$ cat src/hdl/msq_pkg.sv
// Shared types, constants and song tables for the melody sequencer.
// Used by msq_ctrl, msq_datapath and the top level; depends on nothing.
package msq_pkg;

  localparam int NOTE_DEPTH        = 128;
  localparam int FIRST_SONG_NOTES  = 58;
  localparam int SECOND_SONG_NOTES = 74;
  localparam int POS_W             = $clog2(NOTE_DEPTH);
  localparam int CNT_W             = $clog2(NOTE_DEPTH + 1);

  localparam int TONE_W  = 14;
  localparam int LEN_W   = 9;
  localparam int DUR_W   = 10;
  localparam int TEMPO_W = 8;
  localparam int GAP_W   = 4;
  localparam int HOLD_W  = 8;
  localparam int DIV_STEPS = DUR_W;
  localparam int STEP_W  = $clog2(DIV_STEPS + 1);

  // Configuration register indexes
  localparam logic [1:0] CFG_GAP_TICKS   = 2'd0;
  localparam logic [1:0] CFG_HOLD_LIMIT  = 2'd1;
  localparam logic [1:0] CFG_FIRST_TEMPO = 2'd2;
  localparam logic [1:0] CFG_SECOND_TEMPO = 2'd3;

  // Status bit positions
  localparam int ST_PAUSED   = 0;
  localparam int ST_FRESH    = 1;
  localparam int ST_FINISHED = 2;
  localparam int ST_SOUND    = 3;

  localparam logic [3:0] STATUS_RESET = 4'b0011;
  localparam logic [TEMPO_W-1:0] TEMPO_RESET  = 8'd8;
  localparam logic [GAP_W-1:0]   GAP_RESET    = 4'd5;
  localparam logic [HOLD_W-1:0]  HOLD_RESET   = 8'd201;
  localparam logic [TEMPO_W-1:0] SECOND_RESET = 8'd4;

  typedef struct packed {
    logic [TONE_W-1:0] tone;
    logic [LEN_W-1:0]  len;
  } note_t;

  typedef enum logic [1:0] {
    S_IDLE,
    S_DIVIDE,
    S_COMMIT,
    S_EMIT
  } state_t;

  typedef struct packed {
    logic load;
    logic div_step;
    logic commit;
    logic emit;
  } ctrl_cmd_t;

  typedef struct packed {
    logic div_done;
    logic out_busy;
  } dp_status_t;

  localparam note_t SONG_A [FIRST_SONG_NOTES] = '{
    {14'd955,9'd200},{14'd955,9'd200},{14'd1012,9'd150},{14'd1136,9'd50},
    {14'd1275,9'd300},{14'd1431,9'd100},{14'd1516,9'd200},{14'd1702,9'd200},
    {14'd1910,9'd300},{14'd1275,9'd100},{14'd1136,9'd300},{14'd1136,9'd100},
    {14'd1012,9'd300},{14'd1012,9'd100},{14'd955,9'd300},{14'd955,9'd100},
    {14'd955,9'd100},{14'd1012,9'd100},{14'd1136,9'd100},{14'd1275,9'd100},
    {14'd1275,9'd150},{14'd1431,9'd50},{14'd1516,9'd100},{14'd955,9'd100},
    {14'd955,9'd100},{14'd1012,9'd100},{14'd1136,9'd100},{14'd1275,9'd100},
    {14'd1275,9'd150},{14'd1431,9'd50},{14'd1516,9'd100},{14'd1516,9'd100},
    {14'd1516,9'd100},{14'd1516,9'd100},{14'd1516,9'd100},{14'd1516,9'd50},
    {14'd1431,9'd50},{14'd1275,9'd300},{14'd1431,9'd50},{14'd1516,9'd50},
    {14'd1702,9'd100},{14'd1702,9'd100},{14'd1702,9'd100},{14'd1702,9'd50},
    {14'd1516,9'd50},{14'd1431,9'd300},{14'd1516,9'd50},{14'd1702,9'd50},
    {14'd1516,9'd100},{14'd955,9'd200},{14'd1136,9'd100},{14'd1275,9'd150},
    {14'd1431,9'd50},{14'd1516,9'd100},{14'd1431,9'd100},{14'd1516,9'd200},
    {14'd1702,9'd200},{14'd1910,9'd400}
  };

  localparam note_t SONG_B [SECOND_SONG_NOTES] = '{
    {14'd637,9'd100},{14'd637,9'd100},{14'd478,9'd100},{14'd637,9'd100},
    {14'd955,9'd50},{14'd955,9'd50},{14'd637,9'd100},{14'd478,9'd100},
    {14'd637,9'd100},{14'd20,9'd100},{14'd637,9'd100},{14'd478,9'd100},
    {14'd637,9'd100},{14'd478,9'd100},{14'd379,9'd150},{14'd425,9'd50},
    {14'd478,9'd50},{14'd506,9'd50},{14'd568,9'd50},{14'd602,9'd50},
    {14'd637,9'd100},{14'd478,9'd100},{14'd637,9'd100},{14'd955,9'd50},
    {14'd955,9'd50},{14'd637,9'd100},{14'd478,9'd100},{14'd637,9'd200},
    {14'd478,9'd100},{14'd20,9'd50},{14'd568,9'd50},{14'd637,9'd100},
    {14'd715,9'd100},{14'd758,9'd100},{14'd851,9'd100},{14'd955,9'd100},
    {14'd20,9'd100},{14'd1072,9'd100},{14'd803,9'd100},{14'd1072,9'd100},
    {14'd1606,9'd100},{14'd1072,9'd100},{14'd803,9'd100},{14'd1072,9'd200},
    {14'd1072,9'd100},{14'd803,9'd100},{14'd1072,9'd100},{14'd803,9'd100},
    {14'd637,9'd100},{14'd20,9'd50},{14'd715,9'd50},{14'd803,9'd50},
    {14'd851,9'd50},{14'd955,9'd50},{14'd1012,9'd50},{14'd1072,9'd100},
    {14'd803,9'd100},{14'd1072,9'd100},{14'd1606,9'd100},{14'd1072,9'd100},
    {14'd803,9'd100},{14'd1072,9'd200},{14'd803,9'd100},{14'd20,9'd50},
    {14'd955,9'd50},{14'd1072,9'd100},{14'd1203,9'd100},{14'd1275,9'd100},
    {14'd20,9'd100},{14'd1431,9'd100},{14'd1606,9'd100},{14'd2144,9'd100},
    {14'd6424,9'd100},{14'd0,9'd200}
  };

  // Notes past the end of a song read as zero
  function automatic note_t fetch_note(input logic song, input logic [POS_W-1:0] idx);
    note_t n;
    n = '0;
    if (!song) begin
      if (int'(idx) < FIRST_SONG_NOTES) n = SONG_A[idx[$clog2(FIRST_SONG_NOTES)-1:0]];
    end else begin
      if (int'(idx) < SECOND_SONG_NOTES) n = SONG_B[idx[$clog2(SECOND_SONG_NOTES)-1:0]];
    end
    return n;
  endfunction

  function automatic logic [CNT_W-1:0] song_count(input logic song);
    int n;
    n = song ? SECOND_SONG_NOTES : FIRST_SONG_NOTES;
    if (n > NOTE_DEPTH) n = NOTE_DEPTH;
    return CNT_W'(n);
  endfunction

endpackage

$ cat src/hdl/msq_ctrl.sv
// Controller state machine for the melody sequencer.
// Sequences load, divide, commit and emit; depends on msq_pkg.
module msq_ctrl (
  input  logic                clk,
  input  logic                rst,
  input  logic                s_tvalid,
  output logic                s_tready,
  input  msq_pkg::dp_status_t status,
  output msq_pkg::ctrl_cmd_t  cmd
);

  msq_pkg::state_t state, state_next;

  always_ff @(posedge clk) begin
    if (rst) begin
      state <= msq_pkg::S_IDLE;
    end else begin
      state <= state_next;
    end
  end

  always_comb begin
    state_next = state;
    cmd        = '0;
    s_tready   = 1'b0;
    unique case (state)
      msq_pkg::S_IDLE: begin
        s_tready = 1'b1;
        if (s_tvalid) begin
          cmd.load   = 1'b1;
          state_next = msq_pkg::S_DIVIDE;
        end
      end
      msq_pkg::S_DIVIDE: begin
        if (status.div_done) begin
          state_next = msq_pkg::S_COMMIT;
        end else begin
          cmd.div_step = 1'b1;
        end
      end
      msq_pkg::S_COMMIT: begin
        cmd.commit = 1'b1;
        state_next = msq_pkg::S_EMIT;
      end
      msq_pkg::S_EMIT: begin
        // hold until the output register is free
        if (!status.out_busy) begin
          cmd.emit   = 1'b1;
          state_next = msq_pkg::S_IDLE;
        end
      end
      default: state_next = msq_pkg::S_IDLE;
    endcase
  end

endmodule

$ cat src/hdl/msq_datapath.sv
// Datapath of the melody sequencer: config registers, playback state,
// restoring divider for note length and the output register. Uses msq_pkg.
module msq_datapath (
  input  logic                       clk,
  input  logic                       rst,
  input  msq_pkg::ctrl_cmd_t         cmd,
  output msq_pkg::dp_status_t        status,
  input  logic [3:0]                 buttons,
  input  logic                       cfg_valid,
  input  logic [1:0]                 cfg_index,
  input  logic [7:0]                 cfg_data,
  output logic                       m_tvalid,
  input  logic                       m_tready,
  output logic [msq_pkg::TONE_W-1:0] tone_half_period,
  output logic                       tone_enable,
  output logic                       red_led,
  output logic                       green_led,
  output logic                       finished_flag
);

  // configuration
  logic [msq_pkg::GAP_W-1:0]   gap_ticks;
  logic [msq_pkg::HOLD_W-1:0]  hold_limit;
  logic [msq_pkg::TEMPO_W-1:0] first_song_tempo;
  logic [msq_pkg::TEMPO_W-1:0] second_song_tempo;

  // playback state
  logic [3:0]                  previous_buttons;
  logic                        start_held;
  logic [msq_pkg::HOLD_W-1:0]  hold_count;
  logic                        song_choice;
  logic [msq_pkg::POS_W-1:0]   note_position;
  logic [msq_pkg::DUR_W-1:0]   duration_left;
  logic [msq_pkg::GAP_W-1:0]   gap_count;
  logic [msq_pkg::TEMPO_W-1:0] tempo_halves;
  logic [3:0]                  status_bits;
  logic                        led_red;
  logic                        led_green;
  logic [3:0]                  btn;

  // divider
  logic [msq_pkg::DUR_W-1:0]   quotient;
  logic [msq_pkg::TEMPO_W-1:0] remainder;
  logic [msq_pkg::TEMPO_W-1:0] divisor;
  logic [msq_pkg::STEP_W-1:0]  steps_left;
  logic [msq_pkg::TEMPO_W:0]   trial;
  logic                        fits;
  msq_pkg::note_t              load_note;

  // next values
  logic [3:0]                  fall, rise;
  logic [3:0]                  previous_buttons_next;
  logic                        start_held_next;
  logic [msq_pkg::HOLD_W-1:0]  hold_count_next;
  logic                        song_choice_next;
  logic [msq_pkg::POS_W-1:0]   note_position_next;
  logic [msq_pkg::DUR_W-1:0]   duration_left_next;
  logic [msq_pkg::GAP_W-1:0]   gap_count_next;
  logic [msq_pkg::TEMPO_W-1:0] tempo_halves_next;
  logic [3:0]                  status_bits_next;
  logic                        led_red_next;
  logic                        led_green_next;
  logic [msq_pkg::POS_W-1:0]   tone_index;
  msq_pkg::note_t              out_note;

  always_ff @(posedge clk) begin
    if (rst) begin
      gap_ticks         <= msq_pkg::GAP_RESET;
      hold_limit        <= msq_pkg::HOLD_RESET;
      first_song_tempo  <= msq_pkg::TEMPO_RESET;
      second_song_tempo <= msq_pkg::SECOND_RESET;
    end else if (cfg_valid) begin
      unique case (cfg_index)
        msq_pkg::CFG_GAP_TICKS:    gap_ticks         <= cfg_data[msq_pkg::GAP_W-1:0];
        msq_pkg::CFG_HOLD_LIMIT:   hold_limit        <= cfg_data;
        msq_pkg::CFG_FIRST_TEMPO:  first_song_tempo  <= cfg_data;
        msq_pkg::CFG_SECOND_TEMPO: second_song_tempo <= cfg_data;
        default: ;
      endcase
    end
  end

  // Restoring divider: 2*length / tempo, one quotient bit per step
  assign load_note = msq_pkg::fetch_note(song_choice, note_position);
  assign trial     = {remainder, quotient[msq_pkg::DUR_W-1]};
  assign fits      = trial >= {1'b0, divisor};

  always_ff @(posedge clk) begin
    if (rst) begin
      steps_left <= '0;
    end else if (cmd.load) begin
      steps_left <= msq_pkg::STEP_W'(msq_pkg::DIV_STEPS);
    end else if (cmd.div_step) begin
      steps_left <= steps_left - 1'b1;
    end
  end

  always_ff @(posedge clk) begin
    if (cmd.load) begin
      btn       <= buttons;
      quotient  <= {load_note.len, 1'b0};
      remainder <= '0;
      divisor   <= (tempo_halves == '0) ? msq_pkg::TEMPO_W'(1) : tempo_halves;
    end else if (cmd.div_step) begin
      remainder <= fits ? msq_pkg::TEMPO_W'(trial - {1'b0, divisor})
                        : trial[msq_pkg::TEMPO_W-1:0];
      quotient  <= {quotient[msq_pkg::DUR_W-2:0], fits};
    end
  end

  assign status.div_done = (steps_left == '0);
  assign status.out_busy = m_tvalid && !m_tready;

  // One tick of the sequencer, in the order timing, start, slower, faster, select
  always_comb begin
    fall = previous_buttons & ~btn;
    rise = ~previous_buttons & btn;
    start_held_next    = start_held;
    hold_count_next    = hold_count;
    song_choice_next   = song_choice;
    note_position_next = note_position;
    duration_left_next = duration_left;
    gap_count_next     = gap_count;
    tempo_halves_next  = tempo_halves;
    status_bits_next   = status_bits;
    led_red_next       = led_red;
    led_green_next     = led_green;

    if (duration_left == '0) begin
      if (gap_count == '0) status_bits_next[msq_pkg::ST_SOUND] = 1'b0;
      if (gap_count == gap_ticks) begin
        gap_count_next = '0;
        led_green_next = !song_choice;
        led_red_next   = song_choice;
        if ({1'b0, note_position} >= msq_pkg::song_count(song_choice)) begin
          status_bits_next[msq_pkg::ST_SOUND]    = 1'b0;
          status_bits_next[msq_pkg::ST_PAUSED]   = 1'b1;
          status_bits_next[msq_pkg::ST_FRESH]    = 1'b1;
          status_bits_next[msq_pkg::ST_FINISHED] = 1'b1;
        end else begin
          duration_left_next = quotient;
          if (!status_bits_next[msq_pkg::ST_FRESH]) status_bits_next[msq_pkg::ST_SOUND] = 1'b1;
          note_position_next = note_position + 1'b1;
        end
      end else begin
        gap_count_next = gap_count + 1'b1;
      end
    end else if (!status_bits[msq_pkg::ST_PAUSED]) begin
      duration_left_next = duration_left - 1'b1;
    end

    if (fall[0]) begin
      status_bits_next[msq_pkg::ST_FRESH] = 1'b0;
      start_held_next = 1'b1;
      if (hold_count != '1) hold_count_next = hold_count + 1'b1;
      if (!status_bits_next[msq_pkg::ST_PAUSED]) begin
        if (!song_choice) led_green_next = 1'b1;
        else led_red_next = 1'b1;
        if (status_bits_next[msq_pkg::ST_FINISHED]) begin
          status_bits_next[msq_pkg::ST_SOUND] = 1'b0;
        end else begin
          status_bits_next[msq_pkg::ST_SOUND] = !status_bits_next[msq_pkg::ST_SOUND];
        end
        status_bits_next[msq_pkg::ST_PAUSED] = 1'b1;
      end else begin
        status_bits_next[msq_pkg::ST_PAUSED] = 1'b0;
        led_green_next = 1'b0;
        led_red_next   = 1'b0;
      end
    end else if (rise[0]) begin
      start_held_next = 1'b0;
      hold_count_next = '0;
    end else if (start_held) begin
      if (hold_count != '1) hold_count_next = hold_count + 1'b1;
      // long hold: restart the current song
      if (hold_count_next >= hold_limit) begin
        note_position_next = '0;
        hold_count_next    = '0;
        status_bits_next[msq_pkg::ST_FRESH]    = 1'b1;
        status_bits_next[msq_pkg::ST_FINISHED] = 1'b0;
        tempo_halves_next  = song_choice ? second_song_tempo : first_song_tempo;
      end
    end

    if (fall[1] && tempo_halves_next > msq_pkg::TEMPO_W'(1)) begin
      tempo_halves_next = tempo_halves_next - 1'b1;
    end
    if (fall[2] && tempo_halves_next != '1) begin
      tempo_halves_next = tempo_halves_next + 1'b1;
    end
    if (fall[3]) begin
      note_position_next = '0;
      song_choice_next   = !song_choice;
      status_bits_next[msq_pkg::ST_FINISHED] = 1'b0;
      tempo_halves_next  = song_choice_next ? second_song_tempo : first_song_tempo;
    end
    previous_buttons_next = btn;
  end

  always_ff @(posedge clk) begin
    if (rst) begin
      previous_buttons <= '0;
      start_held       <= 1'b0;
      hold_count       <= '0;
      song_choice      <= 1'b0;
      note_position    <= '0;
      duration_left    <= '0;
      gap_count        <= '0;
      tempo_halves     <= msq_pkg::TEMPO_RESET;
      status_bits      <= msq_pkg::STATUS_RESET;
      led_red          <= 1'b0;
      led_green        <= 1'b0;
    end else if (cmd.commit) begin
      previous_buttons <= previous_buttons_next;
      start_held       <= start_held_next;
      hold_count       <= hold_count_next;
      song_choice      <= song_choice_next;
      note_position    <= note_position_next;
      duration_left    <= duration_left_next;
      gap_count        <= gap_count_next;
      tempo_halves     <= tempo_halves_next;
      status_bits      <= status_bits_next;
      led_red          <= led_red_next;
      led_green        <= led_green_next;
    end
  end

  // Tone of the note last loaded, or note zero before any
  assign tone_index = (note_position == '0) ? '0 : note_position - 1'b1;
  assign out_note   = msq_pkg::fetch_note(song_choice, tone_index);

  always_ff @(posedge clk) begin
    if (rst) begin
      m_tvalid <= 1'b0;
    end else if (cmd.emit) begin
      m_tvalid <= 1'b1;
    end else if (m_tready) begin
      m_tvalid <= 1'b0;
    end
  end

  always_ff @(posedge clk) begin
    if (cmd.emit) begin
      tone_half_period <= out_note.tone;
      tone_enable      <= status_bits[msq_pkg::ST_SOUND];
      red_led          <= led_red;
      green_led        <= led_green;
      finished_flag    <= status_bits[msq_pkg::ST_FINISHED];
    end
  end

endmodule

$ cat src/hdl/melody_sequencer_with_tempo_top.sv
// Top level of the melody sequencer with tempo control.
// Joins msq_ctrl and msq_datapath; uses msq_pkg.
//
// One input transfer is one timer tick carrying four active-low button
// levels; each tick yields exactly one result with the tone half-period,
// tone enable, the two LEDs and the finished flag. A tick passes through
// load, the ten-step restoring divider that turns a note length into a
// tick count at the current tempo, commit and emit. A new tick is taken
// only after the last tick's result is loaded, which waits while an
// earlier result is still stalled. The result waits in an output
// register while the next tick is taken. Configuration writes are taken
// at any time (cfg_ready is always high) but belong to idle periods.
module melody_sequencer_with_tempo_top (
  input  logic        clk,
  input  logic        rst,
  input  logic        s_tvalid,
  output logic        s_tready,
  input  logic [7:0]  s_tdata,   // start_button, slower_button, faster_button,
                                 // select_button, 4'b0
  output logic        m_tvalid,
  input  logic        m_tready,
  output logic [23:0] m_tdata,   // tone_half_period[13:0], tone_enable, red_led,
                                 // green_led, finished_flag, 6'b0
  input  logic        cfg_valid,
  output logic        cfg_ready,
  input  logic [1:0]  cfg_index,
  input  logic [7:0]  cfg_data
);

  msq_pkg::ctrl_cmd_t         cmd;
  msq_pkg::dp_status_t        status;
  logic [msq_pkg::TONE_W-1:0] tone_half_period;
  logic                       tone_enable;
  logic                       red_led;
  logic                       green_led;
  logic                       finished_flag;

  assign cfg_ready = 1'b1;

  msq_ctrl u_ctrl (
    .clk      (clk),
    .rst      (rst),
    .s_tvalid (s_tvalid),
    .s_tready (s_tready),
    .status   (status),
    .cmd      (cmd)
  );

  msq_datapath u_datapath (
    .clk              (clk),
    .rst              (rst),
    .cmd              (cmd),
    .status           (status),
    .buttons          (s_tdata[3:0]),
    .cfg_valid        (cfg_valid),
    .cfg_index        (cfg_index),
    .cfg_data         (cfg_data),
    .m_tvalid         (m_tvalid),
    .m_tready         (m_tready),
    .tone_half_period (tone_half_period),
    .tone_enable      (tone_enable),
    .red_led          (red_led),
    .green_led        (green_led),
    .finished_flag    (finished_flag)
  );

  assign m_tdata = {6'b0, finished_flag, green_led, red_led, tone_enable, tone_half_period};

endmodule

$ cat config.mk
export PLATFORM = sky130hd
export DESIGN_NAME = melody_sequencer_with_tempo_top
export DESIGN_NICKNAME = d
export VERILOG_FILES = /design/src/hdl/msq_pkg.sv /design/src/hdl/msq_ctrl.sv /design/src/hdl/msq_datapath.sv /design/src/hdl/melody_sequencer_with_tempo_top.sv
export SDC_FILE = /design/constraint.sdc
export NUM_CORES = 1
export LEC_CHECK = 0
export BUFFER_PORTS_ARGS = -buffer_cell sky130_fd_sc_hd__buf_2
export CAP_MARGIN = 20
export CORE_UTILIZATION = 55
export DETAILED_ROUTE_END_ITERATION = 8
export PLACE_DENSITY_LB_ADDON = 0.15
export SETUP_SLACK_MARGIN = 0.1
export SLEW_MARGIN = 20
export SYNTH_ARGS = -nofsm -noshare
export SYNTH_HDL_FRONTEND = slang
export SYNTH_SLANG_ARGS = --single-unit
$ cat constraint.sdc
create_clock -name clk -period 7.2 [get_ports clk]
set_clock_uncertainty 0.15 [all_clocks]
set_input_delay 1.44 -clock clk [delete_from_list [all_inputs] [get_ports clk]]
set_output_delay 1.44 -clock clk [all_outputs]
set_load 0.01 [all_outputs]
==> flow_summary_export.csv <==
group,metric,value,unit
outcome,status,"completed",
worst_setup_path,cp_max_fo,26,
route,routed_via_density,6.394,
power,ir_drop,0.0001667,V
finish,layoutNonFillerInstCount,1582,
worst_setup_path,slowest_stage,"o21ai_0",
finish,area_growth,7.871,%
cts,cts_root_buffer,"clkbuf_16",
placed_design,hpwl,20930,um
floorplanning,num_rows,49,
worst_setup_path,rr_worst_depth,22,
worst_setup_path,critPathTopFamily,"compound AO/OA/AOI/OAI gates",
timing,fin_setup_tns,0,ns
floorplanning,die_w,138.9,um
hold_path,holdPathStages,0,
worst_setup_path,path_cells,"ha_1 -> nand2_1 -> nor2_1 -> nand3_1 -> mux2_2 -> ha_1 -> nor2b_1 -> o31ai_2 -> a211o_1 -> nand2_2 -> o21ai_0 -> inv_1 -> ha_1 -> or2_4 -> a31o_2 -> or3_1 -> nor3_1 -> o21ai_0 -> o22ai_1 -> nand4_1 -> xnor2_1 -> a311oi_1",
floorplanning,initial_utilization,56.76,%
worst_setup_path,worst-path-buf-inv,1,
yosys,yosys.area.top_type,"dfxtp_1",
timing,tightest_slew,0.9708,ns
timing,finalSetupViolations,0,
grt,track_usage,31.06,%
power,p_clk_share,36.4,%
yosys,postSynthAreaPerCell,7.586,um2
cts,post_cts_resized,0,
yosys,ys_async_sr_fraction,0,%
flow_run,drv_cap,0,
yosys,yosysMostFrequentCell,"nand2_1",
grt,grt_pass1_wl,48110,um
finish,drive_gt1_share,10.13,%
power,p_leak,4.204,nW
floorplanning,die-area,19280,um2
finish,seqCellArea,3003,um2
placed_design,port_buffers,37,
finish,fillers,1665,
power,power.share.combinational,24.7,%
cts,cts.clk_slew.worst_paths,0.06,ns
route,wl_per_cell,18.87,um
cts,tritoncts,"done",
yosys,synth-edff-count,38,
worst_setup_path,required,7.38,ns
route,initialDrtViolationCount,1183,
grt,grt_pass1_vias,9028,
cts,post_cts_buffers,0,
route,dr.pass1.iters,8,
yosys,synth_cells,1358,
yosys,synth.area.top_cells,"dfxtp_1, edfxtp_1, ha_1, nand2_1, a21oi_1",
timing,min_period_over_period,84.19,%
worst_setup_path,path_class,"reg2reg",
power,pwr-share-seq,38.8,%
grt,overflow,0,
power,switching_share,31.07,%
floorplanning,dieHeight,138.9,um
cts,cts_buffers,17,
worst_setup_path,crit_cells,22,
grt,grt_max_degree,72,
yosys,ys_ff_latch,131,
timing,finalHoldViolCount,0,
worst_setup_path,cpMostUsedCell,"ha_1",
yosys,synth_top_area_share,18.07,%
route,drtAntennaViolNets,0,
timing,rsz0062_at_grt,"false",
power,powerDensity,225.6,nW/um2
worst_setup_path,critical_path.max_stage_delay,0.49,ns
worst_setup_path,crit_arrival,6.24,ns
cts,clkSinkCount,131,
yosys,yosysWarnings,0,
worst_setup_path,cp-start-kind,"flop",
yosys,seq_area_frac_synth,29.15,%
yosys,synth_area,10300,um2
worst_setup_path,worstSetupEndpointType,"flop",
cts,ctsHoldBuffers,0,
finish,multiInputGateArea,6648,um2
placed_design,place_inst,1550,
route,wl,29850,um
timing,fin_crit,6.062,ns
placed_design,place_congestion,0.9644,
cts,insertion_delay,0.42,ns
power,p_switching,0.7788,mW
route,vias,10120,
yosys,synth_common_cells,"nand2_1, nor2_1, a21oi_1",
timing,max_freq,165.0,MHz
yosys,synth_cell_types,90,
floorplanning,fp.coreArea,18150,um2
floorplanning,io_pins,50,
power,p_int,1.728,mW
timing,drv_slew,0,
hold_path,min_path_type,"reg2reg",
grt,grt_antenna_before_repair,0,
timing,relSlewSlack,34.81,%
cts,cts.path.max_buffers,2,
route,drc,0,
cts,htree_levels,4,
finish,final_nets,1423,
finish,n_antenna_cell,0,
yosys,synthFlopType,"dfxtp_1",
metrics by stage:
stage	setup slack (ns)	power [mW]	instance area, um2	hold slack [ns]	utilization, %
finish	1.138	2.507	11110	0.2715	61.23
CTS	1.215	2.518	11110	0.2797	61.23
detailed placement	1.248	1.599	10490	0.2588	57.80
floorplan	1.892	1.440	10320	0.2495	-
global route	0.6757	2.649	11110	0.2844	61.23
global placement	1.413	1.586	10490	0.2593	57.80
power groups by stage:
| stage | sequential, mW | clock, mW | combinational [mW] |
|---|---|---|---|
| 2_1_floorplan | 0.954 | 0 | 0.487 |
| 3_3_place_gp | 0.983 | 0 | 0.603 |
| 3_5_place_dp | 0.986 | 0 | 0.614 |
| 4_1_cts | 0.972 | 0.928 | 0.619 |
| 5_1_grt | 0.986 | 0.962 | 0.702 |
| 6_report | 0.973 | 0.913 | 0.620 |
area by class of cell:
| class | instances | area share [%] |
|---|---|---|
| clock buffers | 23 | 4.223 |
| clock inverters | 9 | 1.374 |
| inverters | 56 | 1.892 |
| multi-input cells | 1076 | 59.82 |
| flip-flops and latches | 131 | 27.02 |
| well taps | 229 | 2.579 |
| repair buffers | 58 | 3.085 |
placed cells by master (no fill, tap or decap), types with 37 or more instances in the layout:
cell / count
a21oi_1: 126
buf_2: 37
dfxtp_1: 93
edfxtp_1: 38
ha_1: 59
inv_1: 51
nand2_1: 172
nor2_1: 162
nor3_1: 39
o21ai_0: 96
per-layer routing:
layer	GRT usage (%)	wire length, um	up-vias
met5	0	0	-
met4	8.187	472	0
met3	5.318	2353	47
met2	47.71	13160	474
met1	44.87	13860	4726
li1	-	-	4868
final timing paths:
path                             from  slack (ns)                         end
max          u_datapath.hold_count[0]        1.14  u_datapath.tempo_halves[6]
min                u_datapath.led_red        0.27          u_datapath.red_led
max reg2reg  u_datapath.hold_count[0]        1.14  u_datapath.tempo_halves[6]
min reg2reg        u_datapath.led_red        0.27          u_datapath.red_led
sequential cells by signal, summed over array words and instances (netlist names), 2 cells and up:
register and cells:
u_datapath.tempo_halves 8, u_datapath.status_bits 4, u_datapath.steps_left 4, u_datapath.tone_half_period 13, u_ctrl.state 2, u_datapath.previous_buttons 4, u_datapath.second_song_tempo 8, u_datapath.hold_count 8
u_datapath.first_song_tempo 8, u_datapath.gap_ticks 4, u_datapath.hold_limit 8, u_datapath.remainder 8, u_datapath.divisor 8, u_datapath.btn 4, u_datapath.duration_left 10, u_datapath.gap_count 4
u_datapath.note_position 7, u_datapath.quotient 10
worst register-to-register path, stage by stage (launching register included):
cell,delay (ns)
dfxtp_1,0.39
ha_1,0.22
nand2_1,0.09
nor2_1,0.17
nand3_1,0.25
mux2_2,0.36
ha_1,0.28
nor2b_1,0.14
o31ai_2,0.27
a211o_1,0.31
nand2_2,0.36
o21ai_0,0.50
inv_1,0.09
ha_1,0.21
or2_4,0.28
a31o_2,0.29
or3_1,0.32
nor3_1,0.20
o21ai_0,0.13
o22ai_1,0.31
nand4_1,0.22
xnor2_1,0.18
a311oi_1,0.25
cell families after synthesis:
family	share of synthesized area (%)
multiplexers	4.931
other	0.07290
XOR/XNOR	2.806
AND/OR/NAND/NOR	22.56
flip-flops	29.15
adder cells (fa/ha/maj)	7.361
AO/OA/AOI/OAI	26.52
buffers and inverters	6.608
Note: power is estimated with default switching activity, not from simulation.
